[src/hw/rtl/ubx_fp_pkg.sv]
// ----------------------------------------------------------------------------
// ubx_fp_pkg
// Shared constants, types and codes of the ubx frame parser.
// ----------------------------------------------------------------------------
package ubx_fp_pkg;

  localparam int unsigned PAYLOAD_BYTES = 200;
  localparam int unsigned STORE_WORDS   = (PAYLOAD_BYTES + 3) / 4;
  localparam int unsigned WORD_AW       = $clog2(STORE_WORDS);
  localparam int unsigned CNT_W         = $clog2(PAYLOAD_BYTES + 1);

  localparam logic [7:0] SYNC_FIRST  = 8'hB5;
  localparam logic [7:0] SYNC_SECOND = 8'h62;

  localparam logic [7:0] ID_POSLLH = 8'h02;
  localparam logic [7:0] ID_STATUS = 8'h03;
  localparam logic [7:0] ID_SOL    = 8'h06;
  localparam logic [7:0] ID_VELNED = 8'h12;
  localparam logic [7:0] ID_SVINFO = 8'h30;

  // word addresses of the payload fields (payload byte offset / 4)
  localparam logic [WORD_AW-1:0] WA_LON    = WORD_AW'(4 / 4);
  localparam logic [WORD_AW-1:0] WA_LAT    = WORD_AW'(8 / 4);
  localparam logic [WORD_AW-1:0] WA_HGT    = WORD_AW'(16 / 4);
  localparam logic [WORD_AW-1:0] WA_SPD    = WORD_AW'(20 / 4);
  localparam logic [WORD_AW-1:0] WA_HDG    = WORD_AW'(24 / 4);
  localparam logic [WORD_AW-1:0] WA_STATUS = WORD_AW'(4 / 4);
  localparam logic [WORD_AW-1:0] WA_SOL    = WORD_AW'(44 / 4);

  // exact reciprocals for unsigned 32-bit dividends
  localparam logic [31:0] RECIP_1000   = 32'h10624DD3;
  localparam int unsigned SHIFT_1000   = 38;
  localparam logic [31:0] RECIP_10000  = 32'hD1B71759;
  localparam int unsigned SHIFT_10000  = 45;

  localparam int unsigned ALT_W = 23;
  localparam int unsigned CRS_W = 16;

  typedef enum logic [3:0] {
    PH_SYNC1,
    PH_SYNC2,
    PH_CLASS,
    PH_ID,
    PH_LEN_LO,
    PH_LEN_HI,
    PH_PAYLOAD,
    PH_CK_A,
    PH_CK_B
  } ubx_fp_phase_t;

  typedef enum logic [1:0] {
    DEC_IDLE,
    DEC_READ,
    DEC_MUL,
    DEC_DONE
  } ubx_fp_dec_t;

  typedef struct packed {
    logic               en;
    logic [WORD_AW-1:0] addr;
    logic [1:0]         lane;
    logic [7:0]         data;
  } ubx_fp_wr_t;

  typedef struct packed {
    logic       done;
    logic [7:0] id;
  } ubx_fp_frame_t;

  typedef struct packed {
    logic running;
    logic busy;
  } ubx_fp_status_t;

endpackage

[src/hw/rtl/ubx_fp_store.sv]
// ----------------------------------------------------------------------------
// ubx_fp_store
// Payload store: 32-bit words with byte-lane writes, registered word read.
// ----------------------------------------------------------------------------
module ubx_fp_store (
  input  logic                         clk,
  input  ubx_fp_pkg::ubx_fp_wr_t       wr,
  input  logic [ubx_fp_pkg::WORD_AW-1:0] rd_addr,
  output logic [31:0]                  rd_data
);
  import ubx_fp_pkg::*;

  logic [3:0][7:0] mem [STORE_WORDS];
  logic [31:0]     rd_data_r;

  always_ff @(posedge clk) begin
    if (wr.en) begin
      mem[wr.addr][wr.lane] <= wr.data;
    end
    rd_data_r <= mem[rd_addr];
  end

  assign rd_data = rd_data_r;

endmodule

[src/hw/rtl/ubx_fp_parser.sv]
// ----------------------------------------------------------------------------
// ubx_fp_parser
// Byte-level frame state machine: sync, header, payload write, fletcher check.
// ----------------------------------------------------------------------------
module ubx_fp_parser (
  input  logic                      clk,
  input  logic                      rst_n,
  input  logic                      in_valid,
  output logic                      in_ready,
  input  logic [7:0]                in_rx_byte,
  input  logic                      dec_busy,
  output ubx_fp_pkg::ubx_fp_wr_t    wr,
  output ubx_fp_pkg::ubx_fp_frame_t frame
);
  import ubx_fp_pkg::*;

  ubx_fp_phase_t    phase_r, phase_nxt;
  logic [7:0]       sum_a_r, sum_b_r;
  logic [7:0]       id_r;
  logic [7:0]       len_lo_r;
  logic [CNT_W-1:0] len_r;
  logic [CNT_W-1:0] cnt_r;

  logic             accept;
  logic [15:0]      len_full;
  logic [CNT_W-1:0] cnt_inc;
  logic [7:0]       sum_a_add, sum_b_add;

  // the last check byte waits until the decoder and result register are free
  assign in_ready  = !((phase_r == PH_CK_B) && dec_busy);
  assign accept    = in_valid && in_ready;
  assign len_full  = {in_rx_byte, len_lo_r};
  assign cnt_inc   = cnt_r + 1'b1;
  assign sum_a_add = sum_a_r + in_rx_byte;
  assign sum_b_add = sum_b_r + sum_a_add;

  // next phase
  always_comb begin
    phase_nxt = phase_r;
    if (accept) begin
      unique case (phase_r)
        PH_SYNC1:   phase_nxt = (in_rx_byte == SYNC_FIRST) ? PH_SYNC2 : PH_SYNC1;
        PH_SYNC2:   phase_nxt = (in_rx_byte == SYNC_SECOND) ? PH_CLASS : PH_SYNC1;
        PH_CLASS:   phase_nxt = PH_ID;
        PH_ID:      phase_nxt = PH_LEN_LO;
        PH_LEN_LO:  phase_nxt = PH_LEN_HI;
        PH_LEN_HI: begin
          if (len_full > 16'(PAYLOAD_BYTES)) begin
            phase_nxt = PH_SYNC1;
          end else if (len_full == 16'd0) begin
            phase_nxt = PH_CK_A;
          end else begin
            phase_nxt = PH_PAYLOAD;
          end
        end
        PH_PAYLOAD: phase_nxt = (cnt_inc >= len_r) ? PH_CK_A : PH_PAYLOAD;
        PH_CK_A:    phase_nxt = (in_rx_byte == sum_a_r) ? PH_CK_B : PH_SYNC1;
        PH_CK_B:    phase_nxt = PH_SYNC1;
        default:    phase_nxt = PH_SYNC1;
      endcase
    end
  end

  // outputs
  always_comb begin
    wr.en      = accept && (phase_r == PH_PAYLOAD);
    wr.addr    = cnt_r[2 +: WORD_AW];
    wr.lane    = cnt_r[1:0];
    wr.data    = in_rx_byte;
    frame.done = accept && (phase_r == PH_CK_B) && (in_rx_byte == sum_b_r);
    frame.id   = id_r;
  end

  always_ff @(posedge clk) begin
    if (!rst_n) begin
      phase_r <= PH_SYNC1;
      cnt_r   <= '0;
      len_r   <= '0;
    end else begin
      phase_r <= phase_nxt;
      if (accept && (phase_r == PH_LEN_HI)) begin
        cnt_r <= '0;
        len_r <= (len_full > 16'(PAYLOAD_BYTES)) ? '0 : len_full[CNT_W-1:0];
      end else if (accept && (phase_r == PH_PAYLOAD)) begin
        cnt_r <= cnt_inc;
      end
    end
  end

  always_ff @(posedge clk) begin
    if (accept) begin
      unique case (phase_r)
        PH_CLASS: begin
          sum_a_r <= in_rx_byte;
          sum_b_r <= in_rx_byte;
        end
        PH_ID: begin
          sum_a_r <= sum_a_add;
          sum_b_r <= sum_b_add;
          id_r    <= in_rx_byte;
        end
        PH_LEN_LO: begin
          sum_a_r  <= sum_a_add;
          sum_b_r  <= sum_b_add;
          len_lo_r <= in_rx_byte;
        end
        PH_LEN_HI, PH_PAYLOAD: begin
          sum_a_r <= sum_a_add;
          sum_b_r <= sum_b_add;
        end
        default: begin
        end
      endcase
    end
  end

endmodule

[src/hw/rtl/ubx_fp_decode.sv]
// ----------------------------------------------------------------------------
// ubx_fp_decode
// Reads the payload fields of a checked frame, scales them, updates the
// navigation record and holds the result until it is taken.
// ----------------------------------------------------------------------------
module ubx_fp_decode (
  input  logic                           clk,
  input  logic                           rst_n,
  input  ubx_fp_pkg::ubx_fp_frame_t      frame,
  output logic [ubx_fp_pkg::WORD_AW-1:0] rd_addr,
  input  logic [31:0]                    rd_data,
  output ubx_fp_pkg::ubx_fp_status_t     status,
  output logic                           out_valid,
  input  logic                           out_ready,
  output logic [7:0]                     out_message_id,
  output logic                           out_known_message,
  output logic signed [31:0]             out_longitude,
  output logic signed [31:0]             out_latitude,
  output logic signed [22:0]             out_altitude_m,
  output logic [7:0]                     out_fix_kind,
  output logic [7:0]                     out_satellites_used,
  output logic [31:0]                    out_ground_speed,
  output logic [15:0]                    out_heading,
  output logic                           out_fresh_fix
);
  import ubx_fp_pkg::*;

  ubx_fp_dec_t      state_r, state_nxt;
  logic [1:0]       step_r;
  logic [7:0]       id_r;
  logic [31:0]      w_r [3];
  logic [63:0]      prod_r;
  logic             neg_r;

  logic [31:0]      lon_r, lat_r, spd_r;
  logic [ALT_W-1:0] alt_r;
  logic [CRS_W-1:0] crs_r;
  logic [7:0]       fix_r, sats_r;
  logic             pmark_r, smark_r;
  logic             known_r, fresh_r, out_valid_r;

  logic             cap_en;
  logic [1:0]       cap_idx;
  logic             is_pos, is_vel, is_sts, is_sol, known;
  logic [31:0]      div_src, mag, recip;
  logic [ALT_W-1:0] q_alt, alt_val;
  logic [CRS_W-1:0] q_crs, crs_val;
  logic             pm_n, sm_n, fresh;

  assign is_pos = (id_r == ID_POSLLH);
  assign is_vel = (id_r == ID_VELNED);
  assign is_sts = (id_r == ID_STATUS);
  assign is_sol = (id_r == ID_SOL);
  assign known  = is_pos || is_vel || is_sts || is_sol || (id_r == ID_SVINFO);

  // next state
  always_comb begin
    state_nxt = state_r;
    unique case (state_r)
      DEC_IDLE: if (frame.done) state_nxt = DEC_READ;
      DEC_READ: if (step_r == 2'd3) state_nxt = DEC_MUL;
      DEC_MUL:  state_nxt = DEC_DONE;
      DEC_DONE: state_nxt = DEC_IDLE;
      default:  state_nxt = DEC_IDLE;
    endcase
  end

  // outputs: read address per step, capture of the previous read
  always_comb begin
    cap_en  = (state_r == DEC_READ) && (step_r != 2'd0);
    cap_idx = step_r - 2'd1;
    rd_addr = WA_LON;
    priority if (is_pos) begin
      rd_addr = (step_r == 2'd0) ? WA_LON : ((step_r == 2'd1) ? WA_LAT : WA_HGT);
    end else if (is_vel) begin
      rd_addr = (step_r == 2'd0) ? WA_SPD : WA_HDG;
    end else if (is_sts) begin
      rd_addr = WA_STATUS;
    end else if (is_sol) begin
      rd_addr = WA_SOL;
    end else begin
      rd_addr = WA_LON;
    end
  end

  // signed truncating division by a constant: magnitude times reciprocal
  assign div_src = is_pos ? w_r[2] : w_r[1];
  assign mag     = div_src[31] ? (32'd0 - div_src) : div_src;
  assign recip   = is_pos ? RECIP_1000 : RECIP_10000;
  assign q_alt   = prod_r[SHIFT_1000 +: ALT_W];
  assign q_crs   = prod_r[SHIFT_10000 +: CRS_W];
  assign alt_val = neg_r ? (ALT_W'(0) - q_alt) : q_alt;
  assign crs_val = neg_r ? (CRS_W'(0) - q_crs) : q_crs;

  assign pm_n  = pmark_r || is_pos;
  assign sm_n  = smark_r || is_vel;
  assign fresh = known && pm_n && sm_n;

  always_ff @(posedge clk) begin
    if (frame.done && (state_r == DEC_IDLE)) begin
      id_r <= frame.id;
    end
    if (cap_en) begin
      w_r[cap_idx] <= rd_data;
    end
    if (state_r == DEC_MUL) begin
      prod_r <= 64'(mag) * 64'(recip);
      neg_r  <= div_src[31];
    end
    if (state_r == DEC_DONE) begin
      known_r <= known;
      fresh_r <= fresh;
    end
  end

  always_ff @(posedge clk) begin
    if (!rst_n) begin
      state_r     <= DEC_IDLE;
      step_r      <= '0;
      out_valid_r <= 1'b0;
      lon_r       <= '0;
      lat_r       <= '0;
      alt_r       <= '0;
      spd_r       <= '0;
      crs_r       <= '0;
      fix_r       <= '0;
      sats_r      <= '0;
      pmark_r     <= 1'b0;
      smark_r     <= 1'b0;
    end else begin
      state_r <= state_nxt;
      step_r  <= (state_r == DEC_READ) ? step_r + 2'd1 : 2'd0;
      if (state_r == DEC_DONE) begin
        out_valid_r <= 1'b1;
        if (is_pos) begin
          lon_r <= w_r[0];
          lat_r <= w_r[1];
          alt_r <= alt_val;
        end
        if (is_vel) begin
          spd_r <= w_r[0];
          crs_r <= crs_val;
        end
        if (is_sts) begin
          fix_r <= w_r[0][7:0];
        end
        if (is_sol) begin
          sats_r <= w_r[0][31:24];
        end
        if (known) begin
          pmark_r <= fresh ? 1'b0 : pm_n;
          smark_r <= fresh ? 1'b0 : sm_n;
        end
      end else if (out_ready) begin
        out_valid_r <= 1'b0;
      end
    end
  end

  assign status.running = (state_r != DEC_IDLE);
  assign status.busy    = (state_r != DEC_IDLE) || out_valid_r;

  // record stays put while a result waits, so it drives the result directly
  assign out_valid           = out_valid_r;
  assign out_message_id      = id_r;
  assign out_known_message   = known_r;
  assign out_longitude       = lon_r;
  assign out_latitude        = lat_r;
  assign out_altitude_m      = alt_r;
  assign out_fix_kind        = fix_r;
  assign out_satellites_used = sats_r;
  assign out_ground_speed    = spd_r;
  assign out_heading         = crs_r;
  assign out_fresh_fix       = fresh_r;

endmodule

[src/hw/rtl/ubx_frame_parser_top.sv]
// ----------------------------------------------------------------------------
// ubx_frame_parser_top
// UBX byte stream parser with fletcher check and navigation record update.
// ----------------------------------------------------------------------------
// one received byte per cycle; out_valid rises after the second check byte
// of a good frame is accepted, once the payload store reads and captures,
// the reciprocal multiply and the record update are done.
// the second check byte is held off while an earlier frame is decoding or
// its result is not yet taken; all other bytes flow at one per cycle.
// synchronous reset clears the parser, decoder and record; the payload store
// is not cleared.
module ubx_frame_parser_top (
  input  logic               clk,
  input  logic               rst_n,
  input  logic               in_valid,
  output logic               in_ready,
  input  logic [7:0]         in_rx_byte,
  output logic               out_valid,
  input  logic               out_ready,
  output logic [7:0]         out_message_id,
  output logic               out_known_message,
  output logic signed [31:0] out_longitude,
  output logic signed [31:0] out_latitude,
  output logic signed [22:0] out_altitude_m,
  output logic [7:0]         out_fix_kind,
  output logic [7:0]         out_satellites_used,
  output logic [31:0]        out_ground_speed,
  output logic [15:0]        out_heading,
  output logic               out_fresh_fix
);
  import ubx_fp_pkg::*;

  ubx_fp_wr_t         wr;
  ubx_fp_frame_t      frame;
  ubx_fp_status_t     status;
  logic [WORD_AW-1:0] rd_addr;
  logic [31:0]        rd_data;

  ubx_fp_parser u_parser (
    .clk        (clk),
    .rst_n      (rst_n),
    .in_valid   (in_valid),
    .in_ready   (in_ready),
    .in_rx_byte (in_rx_byte),
    .dec_busy   (status.busy),
    .wr         (wr),
    .frame      (frame)
  );

  ubx_fp_store u_store (
    .clk     (clk),
    .wr      (wr),
    .rd_addr (rd_addr),
    .rd_data (rd_data)
  );

  ubx_fp_decode u_decode (
    .clk                 (clk),
    .rst_n               (rst_n),
    .frame               (frame),
    .rd_addr             (rd_addr),
    .rd_data             (rd_data),
    .status              (status),
    .out_valid           (out_valid),
    .out_ready           (out_ready),
    .out_message_id      (out_message_id),
    .out_known_message   (out_known_message),
    .out_longitude       (out_longitude),
    .out_latitude        (out_latitude),
    .out_altitude_m      (out_altitude_m),
    .out_fix_kind        (out_fix_kind),
    .out_satellites_used (out_satellites_used),
    .out_ground_speed    (out_ground_speed),
    .out_heading         (out_heading),
    .out_fresh_fix       (out_fresh_fix)
  );

  // a checked frame always produces a result
  a_frame_to_result: assert property (@(posedge clk) disable iff (!rst_n)
    frame.done |-> ##7 out_valid)
    else $error("checked frame did not produce a result");

  // decode never runs while a result is still held
  a_decode_exclusive: assert property (@(posedge clk) disable iff (!rst_n)
    status.running |-> !out_valid)
    else $error("decode running while a result waits");

  // a new frame is never checked while the decoder is busy
  a_no_overrun: assert property (@(posedge clk) disable iff (!rst_n)
    frame.done |-> !status.busy)
    else $error("frame completed while decoder busy");

  // fresh fix only on a recognised message
  a_fresh_known: assert property (@(posedge clk) disable iff (!rst_n)
    (out_valid && out_fresh_fix) |-> out_known_message)
    else $error("fresh fix on unknown message");

endmodule
[config.mk]
export PLATFORM = sky130hd
export DESIGN_NAME = ubx_frame_parser_top
export DESIGN_NICKNAME = d
export VERILOG_FILES = /design/src/hw/rtl/ubx_fp_pkg.sv /design/src/hw/rtl/ubx_fp_store.sv /design/src/hw/rtl/ubx_fp_parser.sv /design/src/hw/rtl/ubx_fp_decode.sv /design/src/hw/rtl/ubx_frame_parser_top.sv
export SDC_FILE = /design/constraint.sdc
export NUM_CORES = 2
export LEC_CHECK = 0
export BUFFER_PORTS_ARGS = -buffer_cell sky130_fd_sc_hd__buf_2
export CAP_MARGIN = 20
export CORE_MARGIN = 2
export CORE_UTILIZATION = 45
export DETAILED_ROUTE_END_ITERATION = 7
export PLACE_DENSITY = 0.7
export SYNTH_ARGS = -nofsm -noshare
export SYNTH_HDL_FRONTEND = slang
export SYNTH_HIERARCHICAL = 1
export SYNTH_SLANG_ARGS = --single-unit
[constraint.sdc]
create_clock -name clk -period 12.2 [get_ports clk]
set_clock_uncertainty 0.2 [all_clocks]
set_input_delay 1.83 -clock clk [delete_from_list [all_inputs] [get_ports clk]]
set_output_delay 1.83 -clock clk [all_outputs]
set_load 0.05 [all_outputs]
==> impl_metrics.csv <==
group,metric,value,unit
status,status,"completed",
clock_tree,clockBufferDepth,3,
clock_tree,cts_buffers,187,
drt,drc,0,
drt,wirelength,264000,um
grt,grt_first_pass_wirelength,386000,um
timing,finalSetupTns,0,ns
setup_path,worstPathMaxFanout,7,
synthesis,synth_edf_count,1762,
clock_tree,cts.sinks,1972,
min_path,min_path_type,"reg -> reg",
final_layout,area_delta_synth_final,10.2,%
grt,grt_pass1_vias,57670,
grt,antenna_found_initial,9,
floorplanning,dieWidth,475,um
timing,tightestPinTransition,1.25,ns
timing,maxSlewHeadroom,16.3,%
floorplanning,num_io_pins,175,
placed_design,routabilityCongestion,0.981,
floorplanning,die_area,0.226,mm^2
final_layout,nFillCells,18274,
clock_tree,cts_tree,"built",
final_layout,fin_nets,7896,
clock_tree,htreeDepth,4,
grt,grt_max_degree,120,
setup_path,slowest_delay,0.55,ns
synthesis,ys_types,89,
timing,rsz0062_at_grt,"false",
drt,ant_nets,0,
drt,wl_per_cell,26.3,um
setup_path,rr_worst_depth,39,
synthesis,synth-main-ff-cell,"edfxtp_1",
drt,viasPerCell,5.63,
clock_tree,path_clk_slew,0.06,ns
setup_path,critical_path_buf_inv_count,7,
power,p_leak,41.9,nW
setup_path,worstSetupPathType,"reg -> reg",
floorplanning,core,0.220,mm^2
synthesis,synth.avg_cell_area,14.9,um^2
run,drv.max_cap_violation_count,0,
clock_tree,clock_latency,0.84,ns
placed_design,dpl.hpwl,190000,um
setup_path,cp-end-kind,"flip-flop",
setup_path,crit_start,"u_decode/out_message_id[0]",
setup_path,r2r-start,"u_decode/out_message_id[0]",
power,powerDensity,127,mW/mm^2
grt,track_usage,23.4,%
timing,fin_crit,11.57,ns
timing,setup_ws,0.634,ns
setup_path,cp_data_arrival_time,11.93,ns
final_layout,post-route-util,50.0,%
setup_path,crit_end,"u_decode/prod_r[51]",
placed_design,dp_slack,0.599,ns
power,power.total,14.0,mW
timing,finalSetupViolCount,0,
setup_path,cpMaxStageDelayCell,"fa_1",
setup_path,crit_cells,39,
setup_path,r2r-end,"u_decode/prod_r[51]",
floorplanning,start_util,45.4,%
setup_path,cp-start-kind,"flip-flop",
synthesis,ys_seq_area_share,57.2,%
synthesis,async_flop_share,0,%
setup_path,worst_ep_required_time,12.57,ns
timing,slew_viol_final,0,
drt,vias,56460,
final_layout,drive_above_1_share,13.6,%
floorplanning,die_h,475,um
synthesis,postSynthCellCount,6715,
timing,finalCritPeriodShare,94.8,%
synthesis,yosys_warnings,6,
drt,dr.pass1.iters,8,
grt,grt-ovfl-total,0,
setup_path,critPathTopFamily,"adder cells",
timing,hold_violations,0,
timing,max_freq,0.0865,GHz
drt,drt_iter0_drc,5616,
clock_tree,cts-root-buf,"clkbuf_16",
synthesis,synth_area,0.0998,mm^2
placed_design,io_buffer_count,174,
power,ir_worst_vdd,0.155,mV
final_layout,multi_input_area,0.0379,mm^2
synthesis,ys_ff_latch,1972,
clock_tree,cts_repair_resize_count,0,
floorplanning,rows,172,
setup_path,regToRegSetupSlack,0.63,ns
setup_path,crit_path_frequent_cell,"fa_1",
final_layout,seq_area,0.0571,mm^2
[sequential cells by signal, summed over array words and instances (netlist names), 23 cells and up]
signal,cells
u_store/mem,1600
u_decode/w_r,96
u_decode/out_ground_speed,32
u_decode/out_latitude,32
u_decode/out_longitude,32
u_store/rd_data,32
u_decode/out_altitude_m,23
u_decode/prod_r,23
[stage by stage]
stage          area [um^2]  std cells  hold slack [ns]
2_1_floorplan        99900       6749            0.200
3_3_place_gp        104000       9668            0.206
3_5_place_dp        104000       9669            0.206
4_1_cts             110000      10013            0.198
5_1_grt             110000      10019            0.214
6_report            110000      10020            0.213
[area by class of cell]
| cell class | instances | share of cell area, % |
|---|---|---|
| Tap cell | 2958 | 3.37 |
| Clock inverter | 91 | 0.845 |
| Sequential cell | 1972 | 52.0 |
| Timing Repair Buffer | 273 | 1.55 |
| Inverter | 925 | 3.16 |
| Clock buffer | 253 | 4.61 |
| Antenna cell | 1 | 0.00228 |
| Multi-Input combinational cell | 3547 | 34.5 |
[placed cells by master (no fill, tap or decap), types with 14 or more instances in the layout]
master	instances
clkinv_1	29
mux4_2	339
o221ai_1	34
o2111ai_1	15
conb_1	36
o31ai_1	14
nand3_1	35
o21ai_1	23
nor2_1	343
and3_1	14
a22oi_1	95
nand2b_1	18
clkinv_2	32
xnor2_1	94
nor2b_1	14
o211ai_1	26
and2_1	28
o211a_1	17
a221oi_1	15
a211o_1	20
a221o_1	28
clkbuf_16	190
xor2_1	67
buf_2	166
a21o_1	39
a21boi_0	100
edfxtp_1	1762
fa_1	565
o21ai_0	83
dfxtp_1	210
mux2i_1	209
inv_1	916
a21oi_1	105
buf_4	93
nor3_1	35
clkbuf_1	53
ha_1	413
nand2_1	526
[power breakdown]
part	internal, mW	total [mW]	switching [mW]
Sequential	7.38	7.41	0.0284
Combinational	0.343	0.935	0.592
Clock	3.13	5.65	2.52
Total	10.9	14.0	3.14
[logic make-up after synthesis]
kind of cell / share of synthesized area (%)
buf+inv: 4.94
xor+xnor: 1.67
compound gates: 4.77
fa+ha+maj: 16.5
simple gates: 4.96
mux: 9.90
flops: 57.2
other cells: 0.00753
[metal layers]
metal | wire length [um] | GRT usage [%]
met5 | 57 | 0
met1 | 102000 | 30.5
met3 | 22100 | 4.96
met2 | 128000 | 38.4
met4 | 11200 | 8.99
[synth_stat cells (10+ instances only)]
cell          n  area, um^2
edfxtp_1   1762       52900
inv_1       916        3440
fa_1        565       11300
nand2_1     528        1980
ha_1        413        5170
nor2_1      343        1290
mux4_2      339        7630
dfxtp_1     210        4200
mux2i_1     209        2090
clkbuf_1    191         717
a21oi_1     105         526
a21boi_0    100         751
a22oi_1      95         713
xnor2_1      94         823
o21ai_0      85         425
xor2_1       67         587
buf_2        41         205
a21o_1       40         300
nand3_1      36         180
nor3_1       35         175
o221ai_1     34         298
and2_1       31         194
buf_4        29         218
a221o_1      28         280
o211ai_1     26         195
buf_1        23        86.3
o21ai_1      23         115
a211o_1      20         175
buf_6        18         203
nand2b_1     18         113
o211a_1      17         170
and3_1       16         100
nor2b_1      16         100
a221oi_1     15         131
o2111ai_1    15         131
o31ai_1      14         105
a211oi_1     13        97.6
mux2_2       13         146
nand4_1      13        81.3
nor4_1       13        81.3
or3_1        13        81.3
or4_1        10        75.1
[how the worst min path moves through the flow]
stage                           from                         end  slack [ns]  cells past startpoint
finish              u_parser/id_r[3]  u_decode/out_message_id[3]        0.21                      0
global route        u_parser/id_r[3]  u_decode/out_message_id[3]        0.21                      0
CTS                 u_parser/id_r[3]  u_decode/out_message_id[3]        0.20                      0
detailed placement  u_parser/id_r[6]  u_decode/out_message_id[6]        0.21                      0
global placement    u_parser/id_r[6]  u_decode/out_message_id[6]        0.21                      0
floorplan           u_parser/id_r[0]  u_decode/out_message_id[0]        0.20                      0
[timing repair]
| action | in CTS | in global routing |
|---|---|---|
| endpoints found under the setup margin | 0 | 2 |
| buffers inserted | 0 | 1 |
| hold buffers | 0 | 0 |
No activity file was read; power rests on OpenSTA's default activity.
